`src/rtl/core/tcw_pkg.sv`:
```
// ----------------------------------------------------------------------------
// Text console writer package
// Screen geometry, field widths, operation and character codes, sweep command.
// ----------------------------------------------------------------------------
package tcw_pkg;

    localparam int COLUMNS    = 80;
    localparam int ROWS       = 25;
    localparam int TAB_SPACES = 4;
    localparam int CELLS      = ROWS * COLUMNS;

    localparam int ADDR_W = 11;
    localparam int COL_W  = 7;
    localparam int ROW_W  = 5;
    localparam int CHAR_W = 8;
    localparam int ATTR_W = 8;
    localparam int CELL_W = 16;
    localparam int OP_W   = 2;
    localparam int TAB_W  = $clog2(TAB_SPACES + 1);

    // Destination range of the scroll copy and the bottom row that follows it.
    localparam int SCROLL_LAST  = (ROWS - 1) * COLUMNS - 1;
    localparam int BOTTOM_FIRST = (ROWS - 1) * COLUMNS;

    localparam logic [OP_W-1:0] OP_PUT   = 2'd0;
    localparam logic [OP_W-1:0] OP_CLEAR = 2'd1;
    localparam logic [OP_W-1:0] OP_READ  = 2'd2;

    localparam logic [CHAR_W-1:0] CH_BACKSPACE = 8'h08;
    localparam logic [CHAR_W-1:0] CH_TAB       = 8'h09;
    localparam logic [CHAR_W-1:0] CH_NEWLINE   = 8'h0A;
    localparam logic [CHAR_W-1:0] CH_SPACE     = 8'h20;

    localparam logic [ATTR_W-1:0] RESET_ATTR  = 8'h0F;
    localparam logic [CELL_W-1:0] RESET_BLANK = {RESET_ATTR, CH_SPACE};

    typedef struct packed {
        logic                  start;
        logic                  copy;
        logic [ADDR_W-1:0]     first;
        logic [ADDR_W-1:0]     last;
        logic [CELL_W-1:0]     fill;
    } sweep_cmd_t;

endpackage

```
`src/rtl/core/tcw_sweep.sv`:
```
// ----------------------------------------------------------------------------
// Text console sweep unit
// Walks an address range one cell a cycle, filling it or copying each cell
// from one row further down.
// ----------------------------------------------------------------------------
module tcw_sweep (
    input  logic                        clk,
    input  logic                        rst_n,
    input  tcw_pkg::sweep_cmd_t         cmd,
    output logic                        busy,
    output logic                        ram_we,
    output logic [tcw_pkg::ADDR_W-1:0]  ram_waddr,
    output logic [tcw_pkg::CELL_W-1:0]  ram_wdata,
    output logic [tcw_pkg::ADDR_W-1:0]  ram_raddr,
    input  logic [tcw_pkg::CELL_W-1:0]  ram_rdata
);
    import tcw_pkg::*;

    logic              active_reg;
    logic              pend_reg;
    logic              copy_reg;
    logic [ADDR_W-1:0] cnt_reg;
    logic [ADDR_W-1:0] last_reg;
    logic [CELL_W-1:0] fill_reg;
    logic [ADDR_W-1:0] pend_addr_reg;

    assign busy      = active_reg | pend_reg;
    assign ram_raddr = cnt_reg + ADDR_W'(COLUMNS);

    // In copy mode the write comes in the cycle after the read, to meet the read data.
    always_comb
    begin
        if (copy_reg)
        begin
            ram_we    = pend_reg;
            ram_waddr = pend_addr_reg;
            ram_wdata = ram_rdata;
        end
        else
        begin
            ram_we    = active_reg;
            ram_waddr = cnt_reg;
            ram_wdata = fill_reg;
        end
    end

    always_ff @(posedge clk or negedge rst_n)
    begin
        if (!rst_n)
        begin
            active_reg <= 1'b0;
            pend_reg   <= 1'b0;
        end
        else
        begin
            pend_reg <= active_reg & copy_reg;
            if (cmd.start)
            begin
                active_reg <= 1'b1;
            end
            else if (active_reg && (cnt_reg == last_reg))
            begin
                active_reg <= 1'b0;
            end
        end
    end

    always_ff @(posedge clk)
    begin
        pend_addr_reg <= cnt_reg;
        if (cmd.start)
        begin
            copy_reg <= cmd.copy;
            cnt_reg  <= cmd.first;
            last_reg <= cmd.last;
            fill_reg <= cmd.fill;
        end
        else if (active_reg)
        begin
            cnt_reg <= cnt_reg + 1'b1;
        end
    end

endmodule

```
`config.mk`:
```
export PLATFORM = sky130hd
export DESIGN_NAME = tcw_sweep
export DESIGN_NICKNAME = d
export VERILOG_FILES = /design/src/rtl/core/tcw_pkg.sv /design/src/rtl/core/tcw_sweep.sv
export SDC_FILE = /design/constraint.sdc
export NUM_CORES = 1
export LEC_CHECK = 0
export CAP_MARGIN = 5
export CORE_UTILIZATION = 55
export DETAILED_ROUTE_END_ITERATION = 10
export DONT_BUFFER_PORTS = 1
export GPL_TIMING_DRIVEN = 0
export PLACE_DENSITY = 0.7
export SETUP_SLACK_MARGIN = 0.4
export SLEW_MARGIN = 0
export SYNTH_ARGS = -nofsm -noshare
export SYNTH_HDL_FRONTEND = slang
export SYNTH_SLANG_ARGS = --single-unit
```
`constraint.sdc`:
```
create_clock -name clk -period 2.2 [get_ports clk]
set_input_delay 0 -clock clk [delete_from_list [all_inputs] [get_ports clk]]
set_output_delay 0 -clock clk [all_outputs]
set_load 0.01 [all_outputs]
```
==> impl_results.md, run 1 <==
* Slew Viols, Final at 0
* Synth area leader: edfxtp_1
* F_max at approximately 590 MHz
* H-tree Lvls at 2
* CP peak stage delay at about 0.52 ns
* Final Hold Viols at 0
* Total Routing Usage GR at around 22%
* Data required, critical path at between 2 and 2.5 ns
* Comb power frac at 21.6%
* Crit path arrival time at between 1.5 and 2 ns
* DRT iter0 DRCs at between 90 and 100
* Hold Crit Class: input pin to flop
* Crit path launch type: flop
* Sw frac at 25.3%
* RePlAce Congestion at 0.840
* RSZ-0062 raised after global routing: no
* Antenna-violating nets left at 0
* Core box area at between 4000 and 5000 um2
* Net Switching at roughly 600 uW
* # setup viols final at 0
* Die width at 67.8 um
* CTS tree: built
* Clk network pwr share at about 28%
* Crit Path Class: flop to flop
* Netlist cell types at 33
* Initial core utilization at between 50% and 60%
* Area growth from synthesis to layout at 28.4%
* Asr flop ratio synth at 3.85%
* Share of layout cells above drive strength 1 at about a fifth
* Synth top area share at between 40 and 50%
* Initial DRT Pass Iterations at 4
* Overall power at about 2.4 mW
* Slew HR at around 64%
* Max-cap check violation count at 0
* Synth top area cells: edfxtp_1 49%, mux2_1 9.4%, dfxtp_1 9.2%, xnor2_1 6.6%, mux2_2 4.3%
* Detailed Route WL at ~5000 um
* CTS max path bufs at 2
* Internal power at roughly 1.8 mW
* Detailed-route vias per instance at roughly 5.6
* Pleak at between 1 and 1.5 nW
* Worst-margin pin slew at 0.547 ns
* CP Launch Point: cnt_reg[0]
* Reg2reg start: cnt_reg[0]
* Nets at about 290
* Max reg flops at 16
* Synth Flop Type: edfxtp_1
* Latest clock arrival within the worst-skew pair at 0.30 ns
* FF+latch count, synth at 52
* Buf+Inv Stages, Crit Path at 0
* DR vias at between 1500 and 2000
* Top fanout value on the critical path at 7
* First-pass GRT wire length at 6970 um
* Reg clk slew, reported paths at 0.09 ns
* P per Cell Area at 780 nW/um2
* Critical path cell sequence: ha_1, nand4_2, or4_1, nand3_1
* Die height at approximately 68 um
* Antenna cells at 0
* Area of the die at roughly 4600 um2
* CTS buffer count at 5
* Vias in the first global route at 1452
* Commonest non-fill, non-tap cell in the layout: dlygate4sd3_1
* Rows at 23
* Syn Nets at between 200 and 250
* Number of I/O pins at between 90 and 100
* DRC errors left at 0
* WL/cell at around 18 um
* Mapped cell area at roughly 2400 um2
* # port buffers at 0
* CP top delay family: simple AND/OR/NAND/NOR gates
* Tmin final at between 1.5 and 2 ns
* Register area share after synthesis at slightly above 60%
* Largest net degree at the start of global routing at 30
* Sequential share of power at 50.7%
* Post-synth EDFFs at 39
* Syn_area_per_cell at between 10 and 15 um2
* Crit share post-route at 77.6%
* HP Start: cmd[39]
* WHS at 0.0155 ns
* Root buf cell: clkbuf_8
* Crit-path slowest cell: or4_1
* Crit path capture type: flop
* Syn Inst Count at around 170
* Sum Neg Setup Slack at 0 ns
* Most frequent cells in the layout: 41 x dlygate4sd3_1, 39 x edfxtp_1, 20 x mux2_1
* Peak supply drop at approximately 0.00053 V
* Clock sinks at between 50 and 60
* YS warnings at 0
* Flop2flop setup slack at 0.49 ns
* Initial antenna violation count at 0
* Outcome: completed
* GRT overflow at 0
* Clock skew at ~0.0087 ns
* DP Wirelength at 3060 um
==> Yosys cell counts (2+ instances only) <==
cell / count
mux2_2: 9
nand2_1: 10
o211ai_1: 2
nand4_2: 2
xnor2_1: 18
ha_1: 2
clkbuf_1: 2
xor2_1: 2
o21ai_0: 3
buf_4: 4
o21ai_1: 5
nor2_1: 4
buf_6: 6
or3_1: 2
nand3_1: 3
dfrtp_1: 2
a31oi_1: 3
or4_1: 3
dfxtp_1: 11
buf_2: 2
nand4_1: 4
edfxtp_1: 39
mux2_1: 20
==> what timing repair did <==
item	in CTS	in global routing
buffers inserted	1	8
endpoints found under the hold margin	69	0
cloned	0	0
pin swaps	0	0
endpoints found under the setup margin	1	2
resized for setup	0	0
hold buffers	42	0
==> worst paths after layout <==
kind,end,cells past startpoint
setup / recovery,cnt_reg[10],4
hold / removal,cnt_reg[9],2
setup reg to reg,cnt_reg[10],4
hold reg to reg,pend_addr_reg[6],0
max in group asynchronous,active_reg,2
min in group asynchronous,pend_reg,2
==> cells by family (layout without fill, tap and decap cells) <==
| kind of cell | after synthesis | count (layout) | synth area share, % |
|---|---|---|---|
| AOI/OAI and AO/OA | 17 | 17 | 4.36 |
| adders and majority gates | 2 | 2 | 1.05 |
| buffers and inverters | 16 | 75 | 5.14 |
| and+or+nand+nor | 32 | 32 | 7.93 |
| muxes | 29 | 29 | 13.7 |
| DFF | 52 | 52 | 60.5 |
| xor gates and xnor gates | 20 | 20 | 7.35 |
==> power groups by stage <==
stage	Combinational, mW	Sequential [mW]	Clock [mW]
2_1_floorplan	0.337	1.23	0
3_3_place_gp	0.381	1.24	0
3_5_place_dp	0.391	1.24	0
4_1_cts	0.473	1.22	0.668
5_1_grt	0.551	1.22	0.703
6_report	0.515	1.21	0.661
==> worst reg2reg max path, cell delays in order (launching register included) <==
cell and delay (ns):
edfxtp_1 0.49, ha_1 0.27, nand4_2 0.20, or4_1 0.52, nand3_1 0.11
==> layout make-up <==
cell class | instances | area [um2]
Inverter | 2 | 7.51
Clock inverter | 2 | 33.8
Fill cell | 272 | 1030
Buffer | 14 | 115
Tap cell | 50 | 62.6
Timing Repair Buffer | 51 | 498
Clock buffer | 6 | 82.6
Multi-Input combinational cell | 100 | 820
Sequential cell | 52 | 1440
==> layer usage <==
layer / vias up / wire length (um) / global-route usage (%)
met3: 11 / 397 / 6.83
met4: 0 / 116 / 9.11
met5: - / 0 / 0
met2: 73 / 2600 / 36.3
met1: 733 / 1860 / 25.9
li1: 727 / - / -
==> through the flow <==
| stage | cell area (um2) | instances | util [%] | setup slack [ns] |
|---|---|---|---|---|
| after floorplan | 2380 | 168 | - | 0.652 |
| after global placement | 2450 | 218 | 59.9 | 0.526 |
| after detailed placement | 2450 | 218 | 59.9 | 0.427 |
| after CTS | 3000 | 269 | 73.4 | 0.407 |
| after global routing | 3060 | 277 | 74.9 | 0.409 |
| final | 3060 | 277 | 74.9 | 0.493 |
Note: power is estimated with default switching activity, not from simulation.
==> run 2, diff against run 1 <==
Clock period 2.2 ns to 1.6 ns, I/O delays scaled along.
==> run 2 against run 1 <==
Against the previous run: first-iteration DRC count rose by 110%; critical endpoint is now cnt_reg[9]; worst setup slack got worse by 0.52 ns; die area did not move; the run now ends with negative setup slack left; critical path depth did not move; highest routed layer unchanged; cell count rose by 8.3%; utilization rose by 15 points; global-route usage rose by 3.7 points; non-clock buffer count rose by 23; design area rose by 20%.
==> impl_results.md, run 2 (same netlist as run 1, synthesis figures left out) <==
* Area growth from synthesis to layout at 53.9% (was 28.4%)
* DRC errors left at 0 (unchanged)
* Reg clk slew, reported paths at 0.10 ns (was 0.09 ns)
* Tmin final at 1.62 ns (was 1.71 ns)
* Peak supply drop at 0.000816 V (was 0.000530 V)
* CTS max path bufs at 2 (unchanged)
* Nets at 309 (was 286)
* WL/cell at 24.3 um (was 18.0 um)
* Rows at 23 (unchanged)
* Crit path launch type: flop (unchanged)
* Max reg flops at 16 (unchanged)
* Outcome: complete, but fails checks (was completed)
* Final Hold Viols at 0 (unchanged)
* # setup viols final at 2 (was 0)
* CP Launch Point: cnt_reg[4] (was cnt_reg[0])
* Commonest non-fill, non-tap cell in the layout: dlygate4sd3_1 (unchanged)
* Area of the die at 4600 um2 (unchanged)
* Crit path arrival time at 1.77 ns (was 1.88 ns)
* P per Cell Area at 1020 nW/um2 (was 780 nW/um2)
* Initial antenna violation count at 0 (unchanged)
* Crit-path slowest cell: or4_4 (was or4_1)
* Initial core utilization at 58.3% (unchanged)
* Max-cap check violation count at 0 (unchanged)
* Most frequent cells in the layout: 41 x dlygate4sd3_1, 39 x edfxtp_1, 25 x buf_6 (was 41 x dlygate4sd3_1, 39 x edfxtp_1, 20 x mux2_1)
* Detailed-route vias per instance at 5.92 (was 5.57)
* Initial DRT Pass Iterations at 4 (unchanged)
* Top fanout value on the critical path at 4 (was 7)
* Vias in the first global route at 1719 (was 1452)
* Failing checks: negative setup slack
* Antenna cells at 0 (unchanged)
* H-tree Lvls at 2 (unchanged)
* CTS buffer count at 5 (unchanged)
* Sum Neg Setup Slack at -0.0295 ns (was 0 ns)
* Detailed Route WL at 7290 um (was 4970 um)
* Latest clock arrival within the worst-skew pair at 0.31 ns (was 0.30 ns)
* CP top delay family: simple AND/OR/NAND/NOR gates (unchanged)
* Crit path capture type: flop (unchanged)
* RePlAce Congestion at 0.811 (was 0.840)
* Data required, critical path at 1.75 ns (was 2.37 ns)
* Number of I/O pins at 98 (unchanged)
* Non-Filler Instances at 300 (was 277)
* HP Start: cmd[39] (unchanged)
* First-pass GRT wire length at 8130 um (was 6970 um)
* Worst-margin pin slew at 0.443 ns (was 0.547 ns)
* Crit Path Class: flop to flop (unchanged)
* Largest net degree at the start of global routing at 30 (unchanged)
* GRT overflow at 0 (unchanged)
* Hold Crit Class: input pin to flop (unchanged)
* CTS tree: built (unchanged)
* # port buffers at 0 (unchanged)
* Die height at 67.8 um (unchanged)
* Core box area at 4090 um2 (unchanged)
* Clock skew at 0.0111 ns (was 0.00867 ns)
* Buf+Inv Stages, Crit Path at 1 (was 0)
* Root buf cell: clkbuf_8 (unchanged)
* Antenna-violating nets left at 0 (unchanged)
* DR vias at 1777 (was 1544)
* CP peak stage delay at 0.55 ns (was 0.52 ns)
* Share of layout cells above drive strength 1 at 44.0% (was 18.9%)
* Crit share post-route at 101% (was 77.6%)
* Pleak at 1.41 nW (was 1.12 nW)
* Critical path cell sequence: buf_6, nand4_4, or4_4, a31oi_1 (was ha_1, nand4_2, or4_1, nand3_1)
* Slew HR at 70.5% (was 63.6%)
* Slew Viols, Final at 0 (unchanged)
* Die width at 67.8 um (unchanged)
* DRT iter0 DRCs at 199 (was 97)
* Filler Cell Count at 164 (was 272)
* Placed Instances at 218 (unchanged)
* Clock sinks at 52 (unchanged)
* Final WS setup at -0.0220 ns (was 0.493 ns)
* F_max at 617 MHz (was 586 MHz)
* DP Wirelength at 3020 um (was 3060 um)
* RSZ-0062 raised after global routing: yes (was no)
* Total Routing Usage GR at 25.4% (was 21.7%)
* Reg2reg start: cnt_reg[4] (was cnt_reg[0])
==> run 2: area by class of cell <==
type                            instances  area [um2]  area share [%]
Inverter                                2        11.3           0.307
Sequential cell                        52        1440            39.3
Tap cell                               50        62.6            1.71
Clock inverter                          2        35.0           0.955
Multi-Input combinational cell        100        1090            29.7
Timing Repair Buffer                   74         806            22.0
Clock buffer                            6        72.6            1.98
Buffer                                 14         150            4.09
==> run 2: stage by stage <==
step           instance area (um2)  util, %  setup slack (ns)  power [mW]  hold slack [ns]
2_1_floorplan                 2420        -             0.114        2.18           -0.296
3_3_place_gp                  2480     60.8           0.00958        2.26           -0.296
5_1_grt                       3670     89.7           -0.0761        3.86        -0.000384
3_5_place_dp                  2480     60.8          -0.00409        2.28           -0.296
6_report                      3670     89.7           -0.0220        3.74          0.00574
4_1_cts                       3320     81.2            0.0984        3.41          0.00866
==> run 2: power breakdown <==
part / leakage (nW) / internal (mW) / switching (mW)
combinational: 0.850 / 0.638 / 0.530
clock: 0.0552 / 0.465 / 0.428
sequential: 0.505 / 1.60 / 0.0852
total: 1.41 / 2.70 / 1.04
==> run 2: what timing repair did <==
| action | CTS | global route |
|---|---|---|
| endpoints found under the hold margin | 69 | 0 |
| cloned | 2 | 1 |
| hold buffers | 42 | 0 |
| resized for setup | 50 | 41 |
| setup endpoints to repair | 45 | 57 |
| pin swaps | 6 | 16 |
| buffers inserted | 16 | 13 |
==> run 2: per-layer routing <==
metal	up-vias	global-route usage (%)	routed length [um]
li1	776	-	-
met1	869	28.0	2510
met2	111	43.9	3970
met3	21	7.83	586
met4	0	13.3	224
met5	-	0	0
==> run 2: worst paths after layout <==
check                                    to  slack (ns)  cells past startpoint
setup / recovery                 cnt_reg[9]       -0.02                      4
hold / removal                  cnt_reg[10]       0.006                      2
setup reg to reg                 cnt_reg[9]       -0.02                      4
hold reg to reg            pend_addr_reg[9]        0.41                      0
max in group asynchronous        active_reg        0.99                      2
min in group asynchronous          pend_reg        0.48                      2
==> run 3, diff against run 2 <==
Settings changed: CORE_ASPECT_RATIO from default to 1.25.
==> run 3 against run 2 <==
Against the previous run: the run now ends clean; die area barely moved; routed wire length fell by 12%; utilization fell by 3.2 points; via count fell by 0.28%; flip-flop and latch count did not move; critical path type unchanged; maximum frequency rose by 1.6%; sequential power barely moved; worst setup slack improved by 0.026 ns; critical path depth rose by 2; clock-buffer cell count did not move.
==> impl_results.md, run 3 (same netlist as run 1, synthesis figures left out) <==
* Root buf cell: clkbuf_8 (unchanged)
* Met3 wire len at 510 um (was 586 um)
* Detailed Route WL at 6440 um (was 7290 um)
* HP Start: cmd[39] (unchanged)
* CP Launch Point: cnt_reg[1] (was cnt_reg[4])
* Pleak at 1.38 nW (was 1.41 nW)
* WHS at 0.0134 ns (was 0.00574 ns)
* Clock skew at 0.00595 ns (was 0.0111 ns)
* CTS buffer count at 5 (unchanged)
* Vias in the first global route at 1643 (was 1719)
* Core box area at 4130 um2 (was 4090 um2)
* Peak supply drop at 0.000919 V (was 0.000816 V)
* DRC errors left at 0 (unchanged)
* H-tree Lvls at 2 (unchanged)
* Met2 WL at 3570 um (was 3970 um)
* Clock sinks at 52 (unchanged)
* Initial DRT Pass Iterations at 4 (unchanged)
* Crit path arrival time at 1.65 ns (was 1.77 ns)
* CP peak stage delay at 0.45 ns (was 0.55 ns)
* Top fanout value on the critical path at 5 (was 4)
* P per Cell Area at 1010 nW/um2 (was 1020 nW/um2)
* Sum Neg Setup Slack at 0 ns (was -0.0295 ns)
* Max-cap check violation count at 0 (unchanged)
* Antenna cells at 0 (unchanged)
* GRT overflow at 0 (unchanged)
* Max Used Layer: met4 (unchanged)
* # port buffers at 0 (unchanged)
* F_max at 627 MHz (was 617 MHz)
* RSZ-0062 raised after global routing: yes (unchanged)
* Slew Viols, Final at 0 (unchanged)
* Crit path launch type: flop (unchanged)
* Initial antenna violation count at 0 (unchanged)
* Area after DPL at 2490 um2 (was 2480 um2)
* Die width at 60.9 um (was 67.8 um)
* DP Wirelength at 3000 um (was 3020 um)
* DRT iter0 DRCs at 63 (was 199)
* Design area at 3580 um2 (was 3670 um2)
* CTS tree: built (unchanged)
* Worst r2r path cells at 6 (was 4)
* Nets at 309 (unchanged)
* Largest net degree at the start of global routing at 30 (unchanged)
* Slew HR at 73.9% (was 70.5%)
* Area growth from synthesis to layout at 50.1% (was 53.9%)
* RePlAce Congestion at 0.871 (was 0.811)
* Antenna-violating nets left at 0 (unchanged)
* DR vias at 1772 (was 1777)
* Final Hold Viols at 0 (unchanged)
* Most frequent cells in the layout: 41 x dlygate4sd3_1, 39 x edfxtp_1, 21 x buf_6 (was 41 x dlygate4sd3_1, 39 x edfxtp_1, 25 x buf_6)
* First-pass GRT wire length at 7960 um (was 8130 um)
* Worst hold path depth at 2 (unchanged)
* Crit path capture type: flop (unchanged)
* Latest clock arrival within the worst-skew pair at 0.30 ns (was 0.31 ns)
* Detailed-route vias per instance at 5.79 (was 5.92)
* Number of I/O pins at 98 (unchanged)
* Area of the die at 4600 um2 (about the same)
* WL/cell at 21.0 um (was 24.3 um)
* CTS max path bufs at 2 (unchanged)
* Data required, critical path at 1.65 ns (was 1.75 ns)
* Initial core utilization at 57.7% (was 58.3%)
* Share of layout cells above drive strength 1 at 42.8% (was 44.0%)
* Crit share post-route at 99.7% (was 101%)
* Crit Path Class: flop to flop (unchanged)
* Overall power at 3.63 mW (was 3.74 mW)
* Reg clk slew, reported paths at 0.09 ns (was 0.10 ns)
* Routed met1 length at 2230 um (was 2510 um)
* # setup viols final at 0 (was 2)
* Total Routing Usage GR at 24.7% (was 25.4%)
* Critical path cell sequence: buf_6, ha_4, nand4_4, buf_4, o211ai_1, nand3_2 (was buf_6, nand4_4, or4_4, a31oi_1)
* Worst-margin pin slew at 0.392 ns (was 0.443 ns)
* Rows at 26 (was 23)
* Outcome: completed (was complete, but fails checks)
* Tmin final at 1.60 ns (was 1.62 ns)
* Commonest non-fill, non-tap cell in the layout: dlygate4sd3_1 (unchanged)
* Hold Crit Class: input pin to flop (unchanged)
* Die height at 75.6 um (was 67.8 um)
* Reg2reg start: cnt_reg[1] (was cnt_reg[4])
* Crit-path slowest cell: edfxtp_1 (was or4_4)
* Max reg flops at 16 (unchanged)
[run 3: routing by layer]
layer / up-vias / GRT usage (%)
li1: 777 / -
met1: 884 / 26.7
met2: 98 / 45.7
met3: 13 / 6.96
met4: 0 / 8.84
met5: - / 0
[run 3: timing repair]
action                     4_1_cts  5_1_grt
gates cloned                     1        2
hold endpoints to repair        69        0
pin swaps                        5       11
hold buffers                    42        0
resized for setup               52       26
setup buffers                   13       16
setup endpoints to repair       56       45
[run 3: final cells by class]
class / count / area, um2
Fill cell: 184 / 554
Clock buffer: 6 / 72.6
Inverter: 2 / 7.51
Timing Repair Buffer: 74 / 771
Clock inverter: 2 / 35.0
Sequential cell: 52 / 1440
Multi-Input combinational cell: 100 / 1030
Buffer: 14 / 148
Tap cell: 56 / 70.1
[run 3: final timing paths]
path | slack (ns) | endpoint
min | 0.01 | cnt_reg[8]
max in group asynchronous | 1.01 | pend_reg
max reg2reg | 0.004 | cnt_reg[10]
min in group asynchronous | 0.46 | active_reg
max | 0.004 | cnt_reg[10]
min reg2reg | 0.40 | pend_addr_reg[9]
[run 3: worst max-delay path, delay by kind of cell (launching register included)]
kind                       cells  cell delay, ns
adders and majority gates      1            0.15
buffers and inverters          2            0.31
DFF                            1            0.45
and+or+nand+nor                2            0.19
AOI/OAI and AO/OA              1            0.24
[run 3: stage by stage]
step / utilization [%] / worst slack [ns] / std cells
after global routing: 86.6 / -0.0393 / 306
after detailed placement: 60.3 / -0.0166 / 224
after floorplan: - / 0.114 / 168
after CTS: 79.6 / 0.118 / 288
after global placement: 60.3 / 0.0140 / 224
final: 86.6 / 0.00404 / 306
[run 3: power breakdown]
group	internal [mW]	switching [mW]	total, mW	leakage (nW)
registers	1.60	0.0816	1.68	0.505
logic	0.592	0.485	1.08	0.821
clock network	0.464	0.406	0.870	0.0552
total	2.65	0.972	3.63	1.38
